==> config.mk <==
export PLATFORM = sky130hd
export DESIGN_NAME = pending_packet_queue_with_expiry_core
export DESIGN_NICKNAME = d
export VERILOG_FILES = /design/src/sv/pqe_pkg.sv /design/src/sv/pqe_ram.sv /design/src/sv/pending_packet_queue_with_expiry_core.sv
export VERILOG_INCLUDE_DIRS = /design/src /design/src/sv
export SDC_FILE = /design/constraint.sdc
export NUM_CORES = 2
export LEC_CHECK = 0
export BUFFER_PORTS_ARGS = -buffer_cell sky130_fd_sc_hd__buf_2
export CORE_UTILIZATION = 50
export CTS_CLUSTER_DIAMETER = 50
export DETAILED_ROUTE_END_ITERATION = 7
export PLACE_DENSITY = 0.68
export SYNTH_ARGS = -nofsm -noshare
export SYNTH_HDL_FRONTEND = slang
export SYNTH_SLANG_ARGS = --single-unit
==> constraint.sdc <==
create_clock -name aclk -period 21.9 [get_ports aclk]
set_input_delay 4.38 -clock aclk [delete_from_list [all_inputs] [get_ports aclk]]
set_output_delay 4.38 -clock aclk [all_outputs]
set_load 0.02 [all_outputs]
==> src/sv/assert_macros.svh <==
// Assertion helpers used by the queue core.
`ifndef ASSERT_MACROS_SVH
`define ASSERT_MACROS_SVH

// Concurrent assertion on aclk, disabled while aresetn is low.
`define PQE_ASSERT(lbl, prop, msg) \
    lbl: assert property (@(posedge aclk) disable iff (!aresetn) (prop)) else $error(msg);

// Same-cycle implication on aclk, disabled while aresetn is low.
`define PQE_ASSERT_IMP(lbl, ante, cons, msg) \
    lbl: assert property (@(posedge aclk) disable iff (!aresetn) (ante) |-> (cons)) \
        else $error(msg);

// Next-cycle implication on aclk, disabled while aresetn is low.
`define PQE_ASSERT_NEXT(lbl, ante, cons, msg) \
    lbl: assert property (@(posedge aclk) disable iff (!aresetn) (ante) |=> (cons)) \
        else $error(msg);

`endif

==> src/sv/pqe_pkg.sv <==
`timescale 1ns / 1ps
// ----------------------------------------------------------------------------
// pqe_pkg
// Types and constants of the pending packet queue with expiry.
// ----------------------------------------------------------------------------
package pqe_pkg;

    localparam int COUNT_W = 6;
    localparam int DATA_W  = 32;
    localparam int ENTRY_W = 3 * DATA_W;
    localparam logic [DATA_W-1:0] MAX_TIMEOUT = 32'h7FFF_FFFF;

    localparam logic [2:0] MODE_ENQ  = 3'd0;
    localparam logic [2:0] MODE_DEQ  = 3'd1;
    localparam logic [2:0] MODE_DROP = 3'd2;
    localparam logic [2:0] MODE_FIND = 3'd3;
    localparam logic [2:0] MODE_SIZE = 3'd4;
    localparam logic [2:0] MODE_TICK = 3'd5;

    localparam logic [1:0] KIND_EXPIRED = 2'd0;
    localparam logic [1:0] KIND_EVICTED = 2'd1;
    localparam logic [1:0] KIND_DROPPED = 2'd2;
    localparam logic [1:0] KIND_FINAL   = 2'd3;

    localparam logic CFG_MAX_LEN = 1'b0;
    localparam logic CFG_TIMEOUT = 1'b1;

    typedef enum logic [2:0] {
        ST_IDLE,
        ST_READ,
        ST_EVAL,
        ST_WRITE_NEW,
        ST_FINAL
    } state_t;

    typedef enum logic [1:0] {
        PASS_PURGE,
        PASS_DST,
        PASS_EVICT,
        PASS_FIND
    } pass_t;

endpackage

==> src/sv/pqe_ram.sv <==
`timescale 1ns / 1ps
// ----------------------------------------------------------------------------
// pqe_ram
// Generic memory with one write port and one registered read port.
// ----------------------------------------------------------------------------
module pqe_ram #(
    parameter int WIDTH = 96,
    parameter int DEPTH = 32
) (
    input  logic                     aclk,
    input  logic                     we,
    input  logic [$clog2(DEPTH)-1:0] waddr,
    input  logic [WIDTH-1:0]         wdata,
    input  logic [$clog2(DEPTH)-1:0] raddr,
    output logic [WIDTH-1:0]         rdata
);

    logic [WIDTH-1:0] mem [DEPTH];

    always_ff @(posedge aclk) begin
        if (we) begin
            mem[waddr] <= wdata;
        end
        rdata <= mem[raddr];
    end

endmodule

==> src/sv/pending_packet_queue_with_expiry_core.sv <==
`timescale 1ns / 1ps
// ----------------------------------------------------------------------------
// pending_packet_queue_with_expiry_core
// Ordered packet store with expiry, eviction and per-destination removal.
// ----------------------------------------------------------------------------
// Entries live in one memory, oldest first, and the queue operations work on
// it as scan passes that read each held entry and write the kept ones back
// compacted. Enqueue, dequeue and size make one purge pass; drop by
// destination adds a second pass, enqueue of a new entry adds an eviction
// pass when the store holds the configured maximum length, and find makes
// one pass without removal; tick and unused modes make no pass. Each notice
// waits in the output register until it is taken, which stalls the scan.
// No clearing pass is needed after reset; one input is handled at a time
// and the next is accepted once the final result is registered.
// ----------------------------------------------------------------------------
`include "assert_macros.svh"

module pending_packet_queue_with_expiry_core #(
    parameter int QUEUE_DEPTH = 32
) (
    input  logic        aclk,
    input  logic        aresetn,
    input  logic        cfg_valid,
    output logic        cfg_ready,
    input  logic        cfg_index,
    input  logic [31:0] cfg_data,
    input  logic        s_valid,
    output logic        s_ready,
    input  logic [2:0]  s_mode,
    input  logic [31:0] s_packet_id,
    input  logic [31:0] s_dst_addr,
    output logic        m_valid,
    input  logic        m_ready,
    output logic [1:0]  m_kind,
    output logic        m_ok,
    output logic [31:0] m_out_packet_id,
    output logic [31:0] m_out_dst_addr,
    output logic [5:0]  m_count,
    output logic        m_last
);

    localparam int AW = $clog2(QUEUE_DEPTH);
    localparam int CW = $clog2(QUEUE_DEPTH + 1);
    localparam int DW = pqe_pkg::DATA_W;

    pqe_pkg::state_t state_reg, state_next;
    pqe_pkg::pass_t  pass_reg, pass_next;

    logic [5:0]    max_len_reg, max_len_next;
    logic [DW-1:0] timeout_reg, timeout_next;
    logic [DW-1:0] now_reg, now_next;
    logic [CW-1:0] used_reg, used_next;
    logic [CW-1:0] rd_reg, rd_next;
    logic [CW-1:0] wr_reg, wr_next;
    logic [CW-1:0] held_reg, held_next;
    logic [CW-1:0] evict_reg, evict_next;
    logic          found_reg, found_next;
    logic          dup_reg, dup_next;
    logic [2:0]    mode_reg, mode_next;
    logic [DW-1:0] pid_reg, pid_next;
    logic [DW-1:0] dst_reg, dst_next;
    logic [DW-1:0] oid_reg, oid_next;
    logic [DW-1:0] odst_reg, odst_next;

    logic          m_valid_reg, m_valid_next;
    logic [1:0]    m_kind_reg, m_kind_next;
    logic          m_ok_reg, m_ok_next;
    logic [DW-1:0] m_id_reg, m_id_next;
    logic [DW-1:0] m_dst_reg, m_dst_next;
    logic [5:0]    m_count_reg, m_count_next;
    logic          m_last_reg, m_last_next;

    logic                        ram_we;
    logic [AW-1:0]               ram_waddr;
    logic [pqe_pkg::ENTRY_W-1:0] ram_wdata;
    logic [AW-1:0]               ram_raddr;
    logic [pqe_pkg::ENTRY_W-1:0] ram_rdata;

    logic [DW-1:0] e_id, e_dst, e_exp, t_sat, diff;
    logic [CW-1:0] lim;
    logic          out_free, expired, dst_hit, hit, notify;
    logic [1:0]    hit_kind;

    pqe_ram #(
        .WIDTH(pqe_pkg::ENTRY_W),
        .DEPTH(QUEUE_DEPTH)
    ) u_ram (
        .aclk (aclk),
        .we   (ram_we),
        .waddr(ram_waddr),
        .wdata(ram_wdata),
        .raddr(ram_raddr),
        .rdata(ram_rdata)
    );

    assign cfg_ready       = 1'b1;
    assign s_ready         = (state_reg == pqe_pkg::ST_IDLE);
    assign m_valid         = m_valid_reg;
    assign m_kind          = m_kind_reg;
    assign m_ok            = m_ok_reg;
    assign m_out_packet_id = m_id_reg;
    assign m_out_dst_addr  = m_dst_reg;
    assign m_count         = m_count_reg;
    assign m_last          = m_last_reg;

    assign e_id     = ram_rdata[DW-1:0];
    assign e_dst    = ram_rdata[2*DW-1:DW];
    assign e_exp    = ram_rdata[3*DW-1:2*DW];
    assign diff     = e_exp - now_reg;
    assign expired  = diff[DW-1];
    assign dst_hit  = (e_dst == dst_reg);
    assign out_free = !m_valid_reg || m_ready;
    assign t_sat    = timeout_reg[DW-1] ? pqe_pkg::MAX_TIMEOUT : timeout_reg;

    always_comb begin
        if (max_len_reg == 6'd0) begin
            lim = CW'(1);
        end else if ({1'b0, max_len_reg} > 7'(QUEUE_DEPTH)) begin
            lim = CW'(QUEUE_DEPTH);
        end else begin
            lim = CW'(max_len_reg);
        end
    end

    always_comb begin
        hit      = 1'b0;
        notify   = 1'b0;
        hit_kind = pqe_pkg::KIND_EXPIRED;
        case (pass_reg)
            pqe_pkg::PASS_PURGE: begin
                if (expired) begin
                    hit    = 1'b1;
                    notify = 1'b1;
                end else if (mode_reg == pqe_pkg::MODE_DEQ && !found_reg && dst_hit) begin
                    hit = 1'b1;
                end
            end
            pqe_pkg::PASS_DST: begin
                hit      = dst_hit;
                notify   = dst_hit;
                hit_kind = pqe_pkg::KIND_DROPPED;
            end
            pqe_pkg::PASS_EVICT: begin
                hit      = (rd_reg < evict_reg);
                notify   = hit;
                hit_kind = pqe_pkg::KIND_EVICTED;
            end
            default: begin
                hit = 1'b0;
            end
        endcase
    end

    always_comb begin
        state_next   = state_reg;
        pass_next    = pass_reg;
        max_len_next = max_len_reg;
        timeout_next = timeout_reg;
        now_next     = now_reg;
        used_next    = used_reg;
        rd_next      = rd_reg;
        wr_next      = wr_reg;
        held_next    = held_reg;
        evict_next   = evict_reg;
        found_next   = found_reg;
        dup_next     = dup_reg;
        mode_next    = mode_reg;
        pid_next     = pid_reg;
        dst_next     = dst_reg;
        oid_next     = oid_reg;
        odst_next    = odst_reg;
        m_valid_next = m_valid_reg && !m_ready;
        m_kind_next  = m_kind_reg;
        m_ok_next    = m_ok_reg;
        m_id_next    = m_id_reg;
        m_dst_next   = m_dst_reg;
        m_count_next = m_count_reg;
        m_last_next  = m_last_reg;
        ram_we       = 1'b0;
        ram_waddr    = wr_reg[AW-1:0];
        ram_wdata    = {e_exp, e_dst, e_id};
        ram_raddr    = rd_reg[AW-1:0];

        if (cfg_valid) begin
            if (cfg_index == pqe_pkg::CFG_MAX_LEN) begin
                max_len_next = cfg_data[5:0];
            end else begin
                timeout_next = cfg_data;
            end
        end

        unique case (state_reg)
            pqe_pkg::ST_IDLE: begin
                if (s_valid) begin
                    mode_next  = s_mode;
                    pid_next   = s_packet_id;
                    dst_next   = s_dst_addr;
                    found_next = 1'b0;
                    dup_next   = 1'b0;
                    oid_next   = '0;
                    odst_next  = '0;
                    rd_next    = '0;
                    wr_next    = '0;
                    held_next  = used_reg;
                    if (s_mode == pqe_pkg::MODE_ENQ || s_mode == pqe_pkg::MODE_DEQ ||
                        s_mode == pqe_pkg::MODE_DROP || s_mode == pqe_pkg::MODE_SIZE) begin
                        pass_next  = pqe_pkg::PASS_PURGE;
                        state_next = pqe_pkg::ST_READ;
                    end else if (s_mode == pqe_pkg::MODE_FIND) begin
                        pass_next  = pqe_pkg::PASS_FIND;
                        state_next = pqe_pkg::ST_READ;
                    end else begin
                        if (s_mode == pqe_pkg::MODE_TICK) begin
                            now_next = now_reg + 32'd1;
                        end
                        state_next = pqe_pkg::ST_FINAL;
                    end
                end
            end
            pqe_pkg::ST_READ: begin
                if (rd_reg == used_reg) begin
                    rd_next   = '0;
                    wr_next   = '0;
                    held_next = used_reg;
                    case (pass_reg)
                        pqe_pkg::PASS_PURGE: begin
                            if (mode_reg == pqe_pkg::MODE_ENQ) begin
                                if (dup_reg) begin
                                    state_next = pqe_pkg::ST_FINAL;
                                end else if (used_reg >= lim) begin
                                    evict_next = used_reg - lim + CW'(1);
                                    pass_next  = pqe_pkg::PASS_EVICT;
                                end else begin
                                    state_next = pqe_pkg::ST_WRITE_NEW;
                                end
                            end else if (mode_reg == pqe_pkg::MODE_DROP) begin
                                pass_next = pqe_pkg::PASS_DST;
                            end else begin
                                state_next = pqe_pkg::ST_FINAL;
                            end
                        end
                        pqe_pkg::PASS_EVICT: begin
                            state_next = pqe_pkg::ST_WRITE_NEW;
                        end
                        default: begin
                            state_next = pqe_pkg::ST_FINAL;
                        end
                    endcase
                end else begin
                    state_next = pqe_pkg::ST_EVAL;
                end
            end
            pqe_pkg::ST_EVAL: begin
                if (!(hit && notify && !out_free)) begin
                    rd_next    = rd_reg + CW'(1);
                    state_next = pqe_pkg::ST_READ;
                    if (hit) begin
                        if (notify) begin
                            held_next    = held_reg - CW'(1);
                            m_valid_next = 1'b1;
                            m_kind_next  = hit_kind;
                            m_ok_next    = 1'b0;
                            m_id_next    = e_id;
                            m_dst_next   = e_dst;
                            m_count_next = 6'(held_reg - CW'(1));
                            m_last_next  = 1'b0;
                        end else begin
                            found_next = 1'b1;
                            oid_next   = e_id;
                            odst_next  = e_dst;
                        end
                    end else begin
                        ram_we  = 1'b1;
                        wr_next = wr_reg + CW'(1);
                        if (pass_reg == pqe_pkg::PASS_PURGE && mode_reg == pqe_pkg::MODE_ENQ &&
                            dst_hit && e_id == pid_reg) begin
                            dup_next = 1'b1;
                        end
                        if (pass_reg == pqe_pkg::PASS_FIND && dst_hit) begin
                            found_next = 1'b1;
                        end
                    end
                    if (rd_reg + CW'(1) == used_reg) begin
                        used_next = hit ? wr_reg : wr_reg + CW'(1);
                        rd_next   = hit ? wr_reg : wr_reg + CW'(1);
                    end
                end
            end
            pqe_pkg::ST_WRITE_NEW: begin
                ram_we     = 1'b1;
                ram_waddr  = used_reg[AW-1:0];
                ram_wdata  = {now_reg + t_sat, dst_reg, pid_reg};
                used_next  = used_reg + CW'(1);
                found_next = 1'b1;
                state_next = pqe_pkg::ST_FINAL;
            end
            pqe_pkg::ST_FINAL: begin
                if (out_free) begin
                    m_valid_next = 1'b1;
                    m_kind_next  = pqe_pkg::KIND_FINAL;
                    m_ok_next    = found_reg;
                    m_id_next    = oid_reg;
                    m_dst_next   = odst_reg;
                    m_count_next = 6'(used_reg);
                    m_last_next  = 1'b1;
                    state_next   = pqe_pkg::ST_IDLE;
                end
            end
            default: begin
                state_next = pqe_pkg::ST_IDLE;
            end
        endcase
    end

    always_ff @(posedge aclk) begin
        if (!aresetn) begin
            state_reg   <= pqe_pkg::ST_IDLE;
            pass_reg    <= pqe_pkg::PASS_PURGE;
            max_len_reg <= 6'd32;
            timeout_reg <= 32'd30000;
            now_reg     <= '0;
            used_reg    <= '0;
            m_valid_reg <= 1'b0;
        end else begin
            state_reg   <= state_next;
            pass_reg    <= pass_next;
            max_len_reg <= max_len_next;
            timeout_reg <= timeout_next;
            now_reg     <= now_next;
            used_reg    <= used_next;
            m_valid_reg <= m_valid_next;
        end
    end

    always_ff @(posedge aclk) begin
        rd_reg      <= rd_next;
        wr_reg      <= wr_next;
        held_reg    <= held_next;
        evict_reg   <= evict_next;
        found_reg   <= found_next;
        dup_reg     <= dup_next;
        mode_reg    <= mode_next;
        pid_reg     <= pid_next;
        dst_reg     <= dst_next;
        oid_reg     <= oid_next;
        odst_reg    <= odst_next;
        m_kind_reg  <= m_kind_next;
        m_ok_reg    <= m_ok_next;
        m_id_reg    <= m_id_next;
        m_dst_reg   <= m_dst_next;
        m_count_reg <= m_count_next;
        m_last_reg  <= m_last_next;
    end

    `PQE_ASSERT(a_used_bound, used_reg <= CW'(QUEUE_DEPTH), "entry count exceeds depth")
    `PQE_ASSERT_IMP(a_compact_order, state_reg == pqe_pkg::ST_EVAL, wr_reg <= rd_reg, "wr past rd")
    `PQE_ASSERT_NEXT(a_accept_busy, s_valid && s_ready, state_reg != pqe_pkg::ST_IDLE, "no work")
    `PQE_ASSERT_IMP(a_scan_in_range, state_reg == pqe_pkg::ST_EVAL, rd_reg < used_reg, "rd range")

endmodule

# After elaboration in Yosys (flattened, before gate mapping)
# Memory sizes are Yosys's and may differ from the RTL's. A register that Yosys moved wholly into a read port is not among the register bits.
# Index checks and enable logic that the tools add are counted.
# word_totals
register_bits	313
mem_bits_rw	3072
output_inout_bits	77
word_cells	223
n_memories	1
# mem_list
name	words	word_bits	read_ports	rd_ports_with_merged_regs	wr	line_no	text
u_ram.mem	32	96	1	1	1	pqe_ram.sv:18	logic [WIDTH-1:0] mem [DEPTH];
# op_classes
addsub	9
n_lt_le_gt_ge	3
n_eq_ne	37
n_mux	103
bitwise_logic	4
n_reduce_logical	42
# op_table
op	n
2-to-1 mux 32 bit	15
case mux 32 bit (2 select lines)	4
2-to-1 mux 6 bit	16
2-to-1 mux 96 bit	1
equality test 32 bit	2
case mux 6 bit (3 select lines)	3
adder 32 x 1 -> 32 bit (second input constant)	1
adder 32 x 31 -> 32 bit	1
subtractor 32 bit	1
2-to-1 mux 31 bit	1
2-to-1 mux 3 bit	10
AND reduction 5 bit	6
2-to-1 mux 2 bit	13
adder 6 x 1 -> 6 bit (second input constant)	4
2-to-1 mux 1 bit	24
case mux 6 bit (2 select lines)	2
inequality test 2 bit (second input constant)	11
equality test 3 x 2 -> 1 bit (second input constant)	5
inequality test 3 bit (second input constant)	5
case mux 3 bit (5 select lines)	1
equality test 6 bit	2
case mux 2 bit (2 select lines)	3
AND reduction 6 bit	2
case mux 1 bit (2 select lines)	5
28 further kinds	60

# Logic depth before layout (Yosys ltp)
# depth
ltp_word	12
mapped_depth	14

# Cells and area by module
# A second synthesis with hierarchy kept.
# unflattened
cells_unflattened	7470
area_unflattened_um2	135882.8
# modules_own_cells
mod	instances	cells_each	area_per_inst_um2	seq_area_each_um2
pqe_ram	1	5603	118517.4	94170.3
pending_packet_queue_with_expiry_core	1	1867	17365.4	8578.2

# Worst setup path after synthesis
# No wires, ideal clock.
# synth_path
path_type	input port to flip-flop
startpoint	input port m_ready
endpoint	register odst_reg[0] (enable)
setup_time_ps	565
t_arrival_ps	9337
required_time_ps	21335
setup_slack_ps	11998
stages	4
n_path_buf	0
path_cell_list	nand2b_1 nor3_1 or2_2 nor3_1
# synth_between
elab_chain_cells	5
# synth_lines
item	line_no	text
from (decl)	pending_packet_queue_with_expiry_core.sv:33	input logic m_ready,
logical OR 1 bit	pending_packet_queue_with_expiry_core.sv:112	assign out_free = !m_valid_reg || m_ready;
zero test 1 bit	pending_packet_queue_with_expiry_core.sv:254	if (!(hit && notify && !out_free)) begin
logical AND 1 bit	pending_packet_queue_with_expiry_core.sv:254	
inequality test 2 bit (no line)	-	
AND reduction 5 bit (no line)	-	
to (signal assigned)	pending_packet_queue_with_expiry_core.sv:346	odst_reg <= odst_next;
to (decl)	pending_packet_queue_with_expiry_core.sv:63	logic [DW-1:0] odst_reg, odst_next;
# Every way passes these cells.
# A chain may end at the register's enable or synchronous reset.

# Final worst setup path
# layout_path
startpoint	register state_reg[0]
endpoint	output port s_ready
# layout_between
elab_chain_cells	1
# layout_lines
item	line_no	text
from (decl)	pending_packet_queue_with_expiry_core.sv:46	pqe_pkg::state_t state_reg, state_next;
from (signal assigned)	pending_packet_queue_with_expiry_core.sv:317	state_reg <= pqe_pkg::ST_IDLE;
from (signal assigned)	pending_packet_queue_with_expiry_core.sv:325	state_reg <= state_next;
zero test 3 bit	pending_packet_queue_with_expiry_core.sv:97	assign s_ready = (state_reg == pqe_pkg::ST_IDLE);
to (decl)	pending_packet_queue_with_expiry_core.sv:28	output logic s_ready,
# Every way passes these cells.

==> results.txt <==
status: finished, violations left
failing checks: DRC
Flop pwr share: 0.495
layout cells sized above 1: 0.292
FF+latch count, synth: 3481
Max Slew Vio Count: 0
Min-Delay Path Class: reg -> reg
Cells after Synth: 6347
Logic pwr share: 0.134
CP max stage delay: 460 ps
clock sinks: 3481
core area: 268000 um2
predominant post-synthesis flop cell: edfxtp_1
Root Buffer: clkbuf_16
cell leakage power: 0.0488 uW
Post-synth EDFFs: 3303
initial antenna violation count: 16
register area: 103000 um2
FFs w/ async S/R, synth: 0
Post-Place Cells: 9917
net switching power: 4200 uW
max-cap violations: 0
Worst Setup SP: state_reg[0]
final non-filler cell total: 10.6k
pwr dens: 110 nW/um2
DR WL/cell: 32.4 um
All-Layer GR Usage: 0.253
Reg with most FFs: u_ram.mem
fillers: 19.2k
overall power: 16800 uW
Critical Path RT: 17520 ps
CTS Buffer Depth: 4
slew margin rel.: 0.0892
via/cell ratio: 6.28
RR Endpoint: u_ram.mem[7][28]
actual slew at the worst max-slew pin: 1370 ps
postcts setup bufs: 0
Total Wirelength: 343000 um
commonest non-fill, non-tap cell in the layout: edfxtp_1
setup_tns: 0 ps
Post-Syn Area: 135000 um2
clock-pin slew on the worst setup and hold paths: 50 ps
WL met2: 165000 um
final period utilization: 0.296
net total in the final layout: 6940
CTS resizes: 0
crit path max fanout: 11
Setup violations, final: 0
syn_area_per_cell: 21.3 um2
Post-Route M1 WL: 138000 um
via count: 66.5k
Die X-Extent: 522 um
clock share of power: 0.371
HPWL after DPL: 176000 um
hold buffers post-CTS: 0
# DRC: 1
Reg2Reg Depth: 15
crit path capture type: primary output
Sw Share: 0.250
vias in the first global route: 66.1k
I/O pins: 182
min Tclk post-route: 6480 ps
# H-tree levels: 5
fin util: 0.571
clock skew: 57.7 ps
CP endpoint: s_ready
fmax: 154 MHz
Worst IR Drop VDD: 0.0928 mV
# rows: 190
internal power: 12600 uW
post-route ant nets: 0
Area growth syn-to-layout: 13.4%
CP Launch Type: flop
Starting Density: 0.503
Critical Path, Cell by Cell: or3_4 > clkinv_2 > buf_2
pin count of the biggest net entering global routing: 145
biggest regs: u_ram.mem x3072, u_ram.rdata x96
GP Congestion: 0.821
Yosys cell types: 75
Met3 Wirelength: 33100 um
CTS tree: yes
RSZ-0062 raised after global routing: no
Crit Path Category: reg -> out
max FFs per register: 3072
First-pass DRT Iterations: 8
most frequent cells in the layout: edfxtp_1, mux4_2, nand2_1
clk_lat worst skew: 990 ps
total CTS buffers: 380
Worst path slowest cell: or3_4
Syn Nets: 6539
Port Buffers: 180
global-route wire length before repair: 486000 um
die area: 272000 um2
r2r startpoint: now_reg[29]
sequential cell area fraction in the yosys report: 0.761
remaining global-route overflow: 0
top sig layer: met5
Fin. Hold Viols: 0
multi-input logic area: 31300 um2
Die Y: 522 um
crit path DAT: 2100 ps
R2R setup slack: 15680 ps
synth warn: 0
initial drt markers: 9107
-- cell usage after synthesis, types with 65 or more instances --
| master | instances | share of area |
|---|---|---|
| clkbuf_1 | 243 | 0.0068 |
| dfxtp_1 | 178 | 0.026 |
| mux2_2 | 96 | 0.0080 |
| nor2_1 | 129 | 0.0036 |
| o21ai_0 | 66 | 0.0024 |
| xnor2_1 | 89 | 0.0058 |
| mux4_2 | 960 | 0.16 |
| ha_1 | 83 | 0.0077 |
| edfxtp_1 | 3303 | 0.73 |
| a21oi_1 | 94 | 0.0035 |
| nand2_1 | 561 | 0.016 |
| buf_1 | 65 | 0.0018 |
| and2_1 | 70 | 0.0032 |
-- worst max-delay path, delay by kind of cell (launching register included) --
family / cells / cell delay (ps)
AND/OR/NAND/NOR: 1 / 460
buffers and inverters: 2 / 240
flip-flops: 1 / 440
-- kinds of logic (layout without fill, tap and decap cells) --
kind of cell	count (synthesis)	in the layout	synth area share
other cells	1	3	0.0000278
simple gates	942	942	0.0309
xor+xnor	143	143	0.00933
buf+inv	377	1078	0.0107
compound gates	249	249	0.0112
flops	3481	3481	0.761
mux	1066	1066	0.169
fa+ha+maj	88	88	0.00836
-- final cells by class --
class / instances / area share
tap: 3552 / 0.0290
antenna: 2 / 0.0000327
clock buffer: 483 / 0.0661
timing repair buffer: 332 / 0.0146
clock inverter: 199 / 0.0133
inverter: 64 / 0.00161
sequential: 3481 / 0.671
multi-input combinational: 2489 / 0.204
-- stage by stage --
stage	setup slack, ps	hold slack (ps)	cell area (um2)
3_3_place_gp	14480	440	141000
6_report	15420	452	153000
5_1_grt	15330	469	153000
3_5_place_dp	14470	442	141000
4_1_cts	15370	449	153000
2_1_floorplan	12000	431	135000
-- power by group through the flow --
stage	sequential [uW]	clock (uW)	combinational [uW]
floorplan	8380	0	1490
global placement	8440	0	2180
detailed placement	8450	0	2250
CTS	8310	6310	2250
global route	8330	6550	2420
finish	8310	6240	2250
-- how the worst min path moves through the flow --
stage	start	to	slack [ps]	depth (start not counted)
CTS	timeout_reg[30]	timeout_reg[30]	450	2
global route	timeout_reg[25]	timeout_reg[25]	470	2
finish	timeout_reg[30]	timeout_reg[30]	450	2
global placement	timeout_reg[0]	timeout_reg[0]	440	2
detailed placement	timeout_reg[30]	timeout_reg[30]	440	2
floorplan	timeout_reg[0]	timeout_reg[0]	430	2
-- layer usage --
metal  track usage  up-vias
li1              -    26900
met1         0.367    35500
met2         0.400     3615
met3        0.0462      528
met4        0.0627       10
met5             0        -
(Power assumes the default switching activity.)
